[config.mk]
export PLATFORM = sky130hd
export DESIGN_NAME = channel_value_adjuster
export DESIGN_NICKNAME = d
export VERILOG_FILES = /design/src/rtl/core/cva_pkg.sv /design/src/rtl/core/channel_value_adjuster.sv
export SDC_FILE = /design/constraint.sdc
export NUM_CORES = 1
export LEC_CHECK = 0
export ABC_AREA = 1
export ABC_CLOCK_PERIOD_IN_PS = 7600
export BUFFER_PORTS_ARGS = -buffer_cell sky130_fd_sc_hd__buf_4
export CORE_UTILIZATION = 59
export DETAILED_ROUTE_END_ITERATION = 10
export PLACE_DENSITY = 0.85
export SLEW_MARGIN = 40
export SYNTH_ARGS = -nofsm -noshare
export SYNTH_HDL_FRONTEND = slang
export SYNTH_SLANG_ARGS = --single-unit
[constraint.sdc]
create_clock -name aclk -period 7.6 [get_ports aclk]
set_input_delay 1.9 -clock aclk [delete_from_list [all_inputs] [get_ports aclk]]
set_output_delay 1.9 -clock aclk [all_outputs]
set_load 0.005 [all_outputs]
[src/rtl/core/cva_pkg.sv]
// cva_pkg: shared types and constants for the channel value adjuster
// holds payload structs, register indexes, mode codes and sizing constants
// no dependencies
package cva_pkg;

    // channel and counter sizing
    localparam logic [16:0] MAX_CHANNELS = 17'd65536;
    localparam logic [16:0] POS_MAX      = 17'h1FFFF;
    localparam logic [17:0] NEXT_MAX     = 18'h3FFFF;

    // divide by 100 through a scaled reciprocal, exact for products below 2^18
    localparam logic [18:0] PCT_RECIP = 19'd335545;
    localparam int          PCT_SHIFT = 25;

    // configuration register indexes
    localparam logic [2:0] CFG_ACTION_MODE    = 3'd0;
    localparam logic [2:0] CFG_FIRST_VALUE    = 3'd1;
    localparam logic [2:0] CFG_SECOND_VALUE   = 3'd2;
    localparam logic [2:0] CFG_CHANNEL_STRIDE = 3'd3;
    localparam logic [2:0] CFG_FIRST_CHANNEL  = 3'd4;
    localparam logic [2:0] CFG_MAX_ADJUSTED   = 3'd5;
    localparam logic [2:0] CFG_CHANNEL_LIMIT  = 3'd6;
    localparam logic [2:0] CFG_SINGLE_COLOUR  = 3'd7;

    // action modes
    localparam logic [3:0] MODE_NONE         = 4'd0;
    localparam logic [3:0] MODE_ADD          = 4'd1;
    localparam logic [3:0] MODE_PERCENT      = 4'd2;
    localparam logic [3:0] MODE_FLOOR        = 4'd3;
    localparam logic [3:0] MODE_CEILING      = 4'd4;
    localparam logic [3:0] MODE_RANGE        = 4'd5;
    localparam logic [3:0] MODE_WRAP_ADD     = 4'd6;
    localparam logic [3:0] MODE_WRAP_PERCENT = 4'd7;
    localparam logic [3:0] MODE_AVOID_RANGE  = 4'd8;
    localparam logic [3:0] MODE_INVERT       = 4'd9;

    typedef struct packed {
        logic [7:0] chan_value;
        logic       frame_last;
    } cva_in_t;

    typedef struct packed {
        logic [7:0] out_value;
        logic       was_adjusted;
        logic       fill_all_colours;
    } cva_out_t;

endpackage

[src/rtl/core/channel_value_adjuster.sv]
// channel_value_adjuster: selects channels of a frame and runs them through a mode datapath
// throughput: one item per cycle unless m_ready stalls the result register
// stages: selection and percent product into an input register, then divide, mode, clamp
// reset (aresetn, synchronous, active low): counters cleared, registers to defaults
// depends on cva_pkg
module channel_value_adjuster (
    input  logic             aclk,
    input  logic             aresetn,
    // item input
    input  logic             s_valid,
    output logic             s_ready,
    input  cva_pkg::cva_in_t s_data,
    // result output
    output logic             m_valid,
    input  logic             m_ready,
    output cva_pkg::cva_out_t m_data,
    // configuration writes
    input  logic             cfg_valid,
    output logic             cfg_ready,
    input  logic [2:0]       cfg_index,
    input  logic [16:0]      cfg_data
);
    import cva_pkg::*;

    // configuration registers
    logic [3:0]         mode_reg;
    logic signed [10:0] first_val_reg;
    logic signed [10:0] second_val_reg;
    logic [16:0]        stride_reg;
    logic [16:0]        first_chan_reg;
    logic [16:0]        max_adj_reg;
    logic [16:0]        limit_reg;
    logic               single_reg;

    // frame counters
    logic [16:0] pos_reg,  pos_next;
    logic [17:0] next_sel_reg, next_sel_next;
    logic [16:0] cnt_reg,  cnt_next;

    // input stage
    logic        a_vld_reg;
    logic [7:0]  a_val_reg;
    logic        a_sel_reg;
    logic        a_fill_reg;
    logic [17:0] a_prod_reg;

    // result register
    logic     m_vld_reg;
    cva_out_t m_data_reg;

    // handshake
    logic accept;
    logic out_adv;
    logic cfg_write;

    // selection
    logic [16:0] limit_eff;
    logic [16:0] stride_eff;
    logic [17:0] start_idx;
    logic [18:0] next_sum;
    logic        sel;

    // percent product
    logic [10:0] abs_first;
    logic [17:0] pct_prod;

    // result datapath
    logic [36:0]        recip_prod;
    logic [11:0]        pct_quot;
    logic signed [12:0] v_s;
    logic signed [12:0] fa_s;
    logic signed [12:0] fb_s;
    logic signed [12:0] lo_s;
    logic signed [12:0] hi_s;
    logic signed [12:0] sum_s;
    logic signed [12:0] res_s;
    logic [7:0]         adj_val;

    // output register frees when empty or being taken
    assign out_adv   = !m_vld_reg || m_ready;
    // input stage takes an item when empty or when it moves on this cycle
    assign s_ready   = !a_vld_reg || out_adv;
    assign accept    = s_valid && s_ready;
    assign cfg_ready = 1'b1;
    assign cfg_write = cfg_valid && cfg_ready;

    assign m_valid = m_vld_reg;
    assign m_data  = m_data_reg;

    // ---------------- selection ----------------

    // usable channel count capped at the channel maximum
    assign limit_eff  = (limit_reg > MAX_CHANNELS) ? MAX_CHANNELS : limit_reg;
    // zero stride behaves as one
    assign stride_eff = (stride_reg == 17'd0) ? 17'd1 : stride_reg;
    // zero-based start position, zero first channel behaves as one
    assign start_idx  = (first_chan_reg == 17'd0) ? 18'd0
                                                  : {1'b0, first_chan_reg - 17'd1};
    assign next_sum   = {1'b0, next_sel_reg} + {2'b00, stride_eff};

    assign sel = ({1'b0, pos_reg} == next_sel_reg) && (pos_reg < limit_eff) &&
                 ((max_adj_reg == 17'd0) || (cnt_reg < max_adj_reg));

    // counter update per accepted item
    always_comb begin
        pos_next      = pos_reg;
        next_sel_next = next_sel_reg;
        cnt_next      = cnt_reg;
        if (accept) begin
            if (sel) begin
                // saturate so a frame without an end never selects twice
                next_sel_next = (next_sum > {1'b0, NEXT_MAX}) ? NEXT_MAX : next_sum[17:0];
                if (cnt_reg < POS_MAX) begin
                    cnt_next = cnt_reg + 17'd1;
                end
            end
            if (s_data.frame_last) begin
                pos_next      = '0;
                next_sel_next = start_idx;
                cnt_next      = '0;
            end else if (pos_reg < POS_MAX) begin
                pos_next = pos_reg + 17'd1;
            end
        end else if (cfg_write && cfg_index == CFG_FIRST_CHANNEL && pos_reg == 17'd0) begin
            // new start position takes effect at once only before the frame begins
            next_sel_next = (cfg_data == 17'd0) ? 18'd0 : {1'b0, cfg_data - 17'd1};
        end
    end

    // magnitude of the percent product, sign follows first_value
    assign abs_first = first_val_reg[10] ? (11'd0 - first_val_reg) : first_val_reg;
    assign pct_prod  = 18'(s_data.chan_value) * 18'(abs_first);

    // ---------------- configuration and counters ----------------

    always_ff @(posedge aclk) begin
        if (!aresetn) begin
            mode_reg       <= MODE_NONE;
            first_val_reg  <= '0;
            second_val_reg <= '0;
            stride_reg     <= 17'd1;
            first_chan_reg <= 17'd1;
            max_adj_reg    <= '0;
            limit_reg      <= MAX_CHANNELS;
            single_reg     <= 1'b0;
            pos_reg        <= '0;
            next_sel_reg   <= '0;
            cnt_reg        <= '0;
        end else begin
            pos_reg      <= pos_next;
            next_sel_reg <= next_sel_next;
            cnt_reg      <= cnt_next;
            if (cfg_write) begin
                unique case (cfg_index)
                    CFG_ACTION_MODE:    mode_reg       <= cfg_data[3:0];
                    CFG_FIRST_VALUE:    first_val_reg  <= cfg_data[10:0];
                    CFG_SECOND_VALUE:   second_val_reg <= cfg_data[10:0];
                    CFG_CHANNEL_STRIDE: stride_reg     <= cfg_data;
                    CFG_FIRST_CHANNEL:  first_chan_reg <= cfg_data;
                    CFG_MAX_ADJUSTED:   max_adj_reg    <= cfg_data;
                    CFG_CHANNEL_LIMIT:  limit_reg      <= cfg_data;
                    CFG_SINGLE_COLOUR:  single_reg     <= cfg_data[0];
                endcase
            end
        end
    end

    // ---------------- input stage ----------------

    always_ff @(posedge aclk) begin
        if (!aresetn) begin
            a_vld_reg <= 1'b0;
        end else if (accept) begin
            a_vld_reg <= 1'b1;
        end else if (out_adv) begin
            a_vld_reg <= 1'b0;
        end
    end

    // payload, no reset
    always_ff @(posedge aclk) begin
        if (accept) begin
            a_val_reg  <= s_data.chan_value;
            a_sel_reg  <= sel;
            a_fill_reg <= sel && single_reg;
            a_prod_reg <= pct_prod;
        end
    end

    // ---------------- mode datapath ----------------

    // divide the percent product by 100, truncated
    assign recip_prod = 37'(a_prod_reg) * 37'(PCT_RECIP);
    assign pct_quot   = recip_prod[PCT_SHIFT +: 12];

    assign v_s  = $signed({5'b00000, a_val_reg});
    assign fa_s = 13'(first_val_reg);
    assign fb_s = 13'(second_val_reg);
    // bounds in order
    assign lo_s = (fa_s > fb_s) ? fb_s : fa_s;
    assign hi_s = (fa_s > fb_s) ? fa_s : fb_s;
    assign sum_s = v_s + fa_s;

    always_comb begin
        res_s = v_s;
        unique case (mode_reg)
            MODE_ADD: begin
                res_s = sum_s;
            end
            MODE_PERCENT: begin
                res_s = first_val_reg[10] ? (v_s - $signed({1'b0, pct_quot}))
                                          : (v_s + $signed({1'b0, pct_quot}));
            end
            MODE_FLOOR: begin
                res_s = (fa_s > v_s) ? fa_s : v_s;
            end
            MODE_CEILING: begin
                res_s = (fa_s < v_s) ? fa_s : v_s;
            end
            MODE_RANGE: begin
                if (v_s < lo_s) begin
                    res_s = lo_s;
                end else if (v_s > hi_s) begin
                    res_s = hi_s;
                end
            end
            MODE_WRAP_ADD: begin
                // a single wrap by 256 either way
                if (sum_s < 13'sd0) begin
                    res_s = sum_s + 13'sd256;
                end else if (sum_s > 13'sd255) begin
                    res_s = sum_s - 13'sd256;
                end else begin
                    res_s = sum_s;
                end
            end
            MODE_AVOID_RANGE: begin
                // snap to nearer bound, upper on a tie
                if (v_s >= lo_s && v_s <= hi_s) begin
                    res_s = ((v_s - lo_s) < (hi_s - v_s)) ? lo_s : hi_s;
                end
            end
            MODE_INVERT: begin
                res_s = 13'sd255 - v_s;
            end
            default: begin
                // none, wrap percent and unused codes pass through
                res_s = v_s;
            end
        endcase
    end

    // clamp to a byte
    assign adj_val = (res_s < 13'sd0)   ? 8'd0   :
                     (res_s > 13'sd255) ? 8'd255 : res_s[7:0];

    // ---------------- result register ----------------

    always_ff @(posedge aclk) begin
        if (!aresetn) begin
            m_vld_reg <= 1'b0;
        end else if (out_adv) begin
            m_vld_reg <= a_vld_reg;
        end
    end

    always_ff @(posedge aclk) begin
        if (out_adv && a_vld_reg) begin
            m_data_reg.out_value        <= a_sel_reg ? adj_val : a_val_reg;
            m_data_reg.was_adjusted     <= a_sel_reg;
            m_data_reg.fill_all_colours <= a_fill_reg;
        end
    end

`ifndef ASSERT_OFF
    // colour fill only on adjusted channels
    assert property (@(posedge aclk) disable iff (!aresetn)
        m_vld_reg |-> (!m_data_reg.fill_all_colours || m_data_reg.was_adjusted))
        else $error("fill_all_colours without was_adjusted");

    // an empty result register never blocks the input
    assert property (@(posedge aclk) disable iff (!aresetn)
        !m_vld_reg |-> s_ready)
        else $error("input stalled with empty result register");

    // a held item in the input stage is not dropped while the output stalls
    assert property (@(posedge aclk) disable iff (!aresetn)
        (a_vld_reg && m_vld_reg && !m_ready) |=> a_vld_reg)
        else $error("input stage item lost under stall");

    // frame end restarts the position counter
    assert property (@(posedge aclk) disable iff (!aresetn)
        (accept && s_data.frame_last) |=> (pos_reg == 17'd0 && cnt_reg == 17'd0))
        else $error("counters not cleared after frame end");
`endif

endmodule

==> flow_summary.json, run 1 <==
{
  "grt_overflow_total": 0,
  "fin_area_sq_um": 26500,
  "cts_buffer_depth": 2,
  "ys_ff_latch": 187,
  "yosys.cell_count.top_type": "inv_1",
  "maxCapViolCount": 0,
  "ant_nets": 0,
  "grt_pass1_vias": 22390,
  "wire_per_inst_microns": 18.9,
  "finalHoldViolations": 0,
  "layout.cells.non_filler": 3886,
  "critical_path_arrival_ps": 8450,
  "core_area_sq_um": 38700,
  "setup_viol": 8,
  "post-route-min-period_ps": 8230,
  "cp_slowest_stage_delay_ps": 740,
  "cts_tree": "done",
  "dr.pass1.iters": 6,
  "synthesis.area_sq_um": 23200,
  "synth_nets": 3715,
  "synth_warnings": 0,
  "drt_wl_total_mm": 73.3,
  "tightest_slew_ps": 835,
  "synth_edf_count": 38,
  "synth_common_cells": "inv_1 (612), nand2_1 (572), ha_1 (312), nor2_1 (246), a21oi_1 (238)",
  "hold_ws_ps": 444,
  "crit_type": "flop to flop",
  "fmax_mhz": 121,
  "dieArea_sq_um": 40100,
  "viasPerCell": 5.89,
  "synthCells": 3194,
  "clkSlewWorstSetupHoldPaths_ps": 90,
  "gp_routability_congestion": 0.994,
  "async_flop_share": 0,
  "required_ps": 7820,
  "crit_fanout": 3,
  "grt_max_degree": 112,
  "cts_htree_levels": 4,
  "antenna_found_initial": 0,
  "hpwl_mm": 53.0,
  "die_width_microns": 200,
  "end_kind": "flop",
  "ys_seq_area_frac": 0.178,
  "dpl_cell_area_sq_um": 24800,
  "num_antenna_cells": 0,
  "hp-class": "flop to flop",
  "ys_types": 60,
  "placed_cells": 3796,
  "area_delta_synth_final_pct": 14.5,
  "drv_slew": 0,
  "violations": "negative setup slack",
  "start_util": 0.598,
  "drc": 0,
  "cts_root_buf": "clkbuf_16",
  "fin_nets": 3876,
  "drt_iter0_drc": 2680,
  "setup_ws_ps": -631,
  "dr_total_vias": 22904,
  "die_y_microns": 200,
  "synth_top_area_frac": 0.168,
  "io_pins": 47,
  "relSlewSlack": 0.440,
  "io_buffer_count": 45,
  "avgSynthCellArea_sq_um": 7.26,
  "drive_above_1_share": 0.140,
  "finClkSkew_ps": 19.6,
  "clock-sinks": 187,
  "track_usage": 0.353,
  "yosysTopAreaCell": "ha_1",
  "ys.flop_type": "dfxtp_1",
  "numCtsBuffers": 17,
  "clkLatencyLatePin_ps": 470,
  "status": "finished, violations left",
  "ctsHoldBuffers": 0,
  "grt_pass1_wl_mm": 114,
  "cp-start-kind": "flop",
  "rsz0062_at_grt": "yes",
  "finalCritPeriodShare": 1.08,
  "cp_slowest_cell": "fa_2",
  "fp-row-count": 72,
  "synth_area_leaders": "ha_1 (17%), fa_1 (15%), dfxtp_1 (13%)"
}
-- cells by family (layout without fill, tap and decap cells) --
kind of cell	after synthesis	in the layout	synth area share
XOR/XNOR	105	105	0.0397
adder cells (fa/ha/maj)	487	487	0.320
other	1	1	0.000162
AO/OA/AOI/OAI	582	582	0.138
flip-flops	187	187	0.178
buffers and inverters	705	879	0.115
AND/OR/NAND/NOR	1127	1127	0.209
-- path summary, 6_finish.rpt --
path | from | endpoint | slack [ps] | cells after the start
setup / recovery | a_prod_reg[9] | m_data[8] | -630 | 45
hold / removal | a_fill_reg | m_data[0] | 440 | 0
setup reg to reg | a_prod_reg[9] | m_data[8] | -630 | 45
hold reg to reg | a_fill_reg | m_data[0] | 440 | 0
-- timing repair --
item / CTS / global route
gates resized for setup: 96 / 78
endpoints found under the setup margin: 8 / 8
buffers inserted: 47 / 13
pin swaps: 83 / 80
-- cell usage in the layout (no fill, tap or decap), drive strengths merged, types with 8 or more instances in the layout --
master	count
fa	175
nor3	64
buf	219
xor2	73
nand2	597
o21bai	12
o22ai	13
o21ai	234
nor2	258
dfxtp	149
nand4	41
nor4	22
xnor2	32
a21oi	238
clkbuf	18
a221oi	8
clkinv	11
inv	629
a31oi	17
a211oi	14
nand3	127
ha	312
o211ai	21
edfxtp	38
-- through the flow --
stage	setup TNS [ps]	utilization	worst slack [ps]
detailed placement	-4170	0.639	-527
CTS	0	0.677	0.655
floorplan	0	-	6.57
global route	-7270	0.685	-920
global placement	-1380	0.639	-173
finish	-4770	0.685	-631
-- layout make-up --
cell class | instances | area (sq um)
clock buffers | 18 | 439
clock inverters | 14 | 213
fillers | 3041 | 12200
inverters | 628 | 2360
multi-input cells | 2302 | 17100
flip-flops and latches | 187 | 4120
well taps | 518 | 648
repair buffers | 219 | 1680
-- worst max-delay path, delay by kind of cell (launching register included) --
family	cells	cell delay [ps]
adder cells (fa/ha/maj)	9	4180
AND/OR/NAND/NOR	19	1870
buffers and inverters	14	1230
flip-flops	1	460
AO/OA/AOI/OAI	3	240
-- metal layers --
metal / global-route usage / up-vias / routed length (microns)
met5: 0 / - / 0
met4: 0.159 / 0 / 4110
met1: 0.452 / 10601 / 28600
li1: - / 10658 / -
met3: 0.0779 / 312 / 7920
met2: 0.570 / 1333 / 32700
Power of run 1 is not shown: default switching activity piles up to over one toggle a cycle in this logic, so the estimate is an artifact.
==> run 2, diff against run 1 <==
ABC_CLOCK_PERIOD_IN_PS = 9900   (was 7600)
CORE_UTILIZATION = 65   (was 59)
PLACE_DENSITY = 0.88   (was 0.85)
clock period = 9.9 ns   (was 7.6 ns; I/O delays follow)
==> flow_summary.json, run 2 (same netlist as run 1, synthesis figures left out) <==
{
  "drt_wl_total_mm": 68.4,
  "tns_ps": 0,
  "required_ps": 10130,
  "antenna_found_initial": 2,
  "layout.cells.non_filler": 3662,
  "dpl_cell_area_sq_um": 23900,
  "dieArea_sq_um": 36400,
  "r2r-start": "a_prod_reg[16]",
  "io_buffer_count": 45,
  "cts_root_buf": "clkbuf_16",
  "maxCapViolCount": 0,
  "finClkSkew_ps": 18.6,
  "cts_tree": "done",
  "end_kind": "flop",
  "drt_iter0_drc": 1994,
  "drive_above_1_share": 0.0493,
  "rsz0062_at_grt": "no",
  "ctsResizeCount": 0,
  "cp-endpoint": "m_data[7]",
  "io_pins": 47,
  "critPathBufInv": 10,
  "fp-row-count": 68,
  "worst-r2r-cell-count": 44,
  "crit_fanout": 8,
  "crit_path_start": "a_prod_reg[16]",
  "cp_slowest_cell": "fa_1",
  "tightest_slew_ps": 852,
  "ant_nets": 0,
  "grt_pass1_wl_mm": 110,
  "wire_per_inst_microns": 18.7,
  "num_antenna_cells": 0,
  "postCtsSetupBuffers": 0,
  "hpwl_mm": 55.8,
  "start_util": 0.666,
  "clkSlewWorstSetupHoldPaths_ps": 80,
  "clkLatencyLatePin_ps": 470,
  "grt_max_degree": 113,
  "nFillCells": 2959,
  "viasPerCell": 5.89,
  "cpMostUsedCell": "inv_1",
  "dr_total_vias": 21578,
  "cts_htree_levels": 4,
  "gp_routability_congestion": 0.981,
  "setup_ws_ps": 1440,
  "critical_path_arrival_ps": 8690,
  "r2r_end": "m_data[7]",
  "min_delay_path_depth": 0,
  "setup_viol": 0,
  "fmax_mhz": 118,
  "grt_pass1_vias": 21398,
  "die_width_microns": 191,
  "grt_overflow_total": 0,
  "drv_slew": 0,
  "finalHoldViolations": 0,
  "dr.pass1.iters": 6,
  "area_delta_synth_final_pct": 5.78,
  "numCtsBuffers": 17,
  "status": "completed",
  "ctsHoldBuffers": 0,
  "fin_area_sq_um": 24500,
  "hp-class": "flop to flop",
  "cp_slowest_stage_delay_ps": 630,
  "cts_buffer_depth": 2,
  "finalCritPeriodShare": 0.854,
  "drc": 0,
  "post-route-min-period_ps": 8460,
  "mostFrequentLayoutCells": "inv_1 (612), nand2_1 (572), ha_1 (312)",
  "relSlewSlack": 0.429,
  "die_y_microns": 191,
  "core_area_sq_um": 34800,
  "cp-start-kind": "flop",
  "cp_num_cells": 44,
  "reg2reg_slack_ps": 1440,
  "placed_cells": 3630,
  "pre_cts_slack_ps": 1430,
  "mostFrequentLayoutCell": "inv_1",
  "clock-sinks": 187,
  "crit_type": "flop to flop",
  "track_usage": 0.389,
  "fin_nets": 3715,
  "critPathTopFamily": "adder cells"
}
## run 2: cell count changes in the layout (fill, tap and decap cells not counted), sizes merged
| cell | before | now |
|---|---|---|
| clkinvlp | 0 | 1 |
| buf | 219 | 58 |
| bufinv | 2 | 0 |
| clkbuf | 18 | 19 |
| inv | 629 | 628 |
| clkinv | 11 | 12 |
## run 2: cell type report
| type | count | area (sq um) | area share |
|---|---|---|---|
| Clock buffer | 19 | 454 | 0.0185 |
| Clock inverter | 13 | 165 | 0.00674 |
| Inverter | 628 | 2360 | 0.0961 |
| Multi-Input combinational cell | 2302 | 16400 | 0.669 |
| Sequential cell | 187 | 4120 | 0.168 |
| Tap cell | 455 | 569 | 0.0232 |
| Timing Repair Buffer | 58 | 439 | 0.0179 |
## run 2: worst register-to-register path, delay by kind of cell (launching register included)
kind                       cells  cell delay (ps)
adders and majority gates      9             4230
and+or+nand+nor               21             2240
DFF                            1              550
AOI/OAI and AO/OA              4              500
buffers and inverters         10              700
## run 2: metal layers
| metal | track usage | wire length, microns | vias to the layer above |
|---|---|---|---|
| met2 | 0.629 | 30800 | 967 |
| met1 | 0.505 | 28600 | 10098 |
| met4 | 0.182 | 3190 | 2 |
| met5 | 0 | 13 | - |
| li1 | - | - | 10317 |
| met3 | 0.0655 | 5860 | 194 |
## run 2: worst min-delay path by stage
stage | slack, ps | end | from
global placement | 410 | m_data[0] | a_fill_reg
detailed placement | 420 | m_data[0] | a_fill_reg
floorplan | 400 | m_data[0] | a_fill_reg
finish | 440 | m_data[0] | a_fill_reg
CTS | 440 | m_data[0] | a_fill_reg
global route | 440 | m_data[0] | a_fill_reg
## run 2: through the flow
step,utilization,hold slack (ps)
finish,0.705,435
detailed placement,0.687,418
CTS,0.704,437
global route,0.705,436
global placement,0.686,406
floorplan,-,400
Power of run 2 is left out for the same reason.
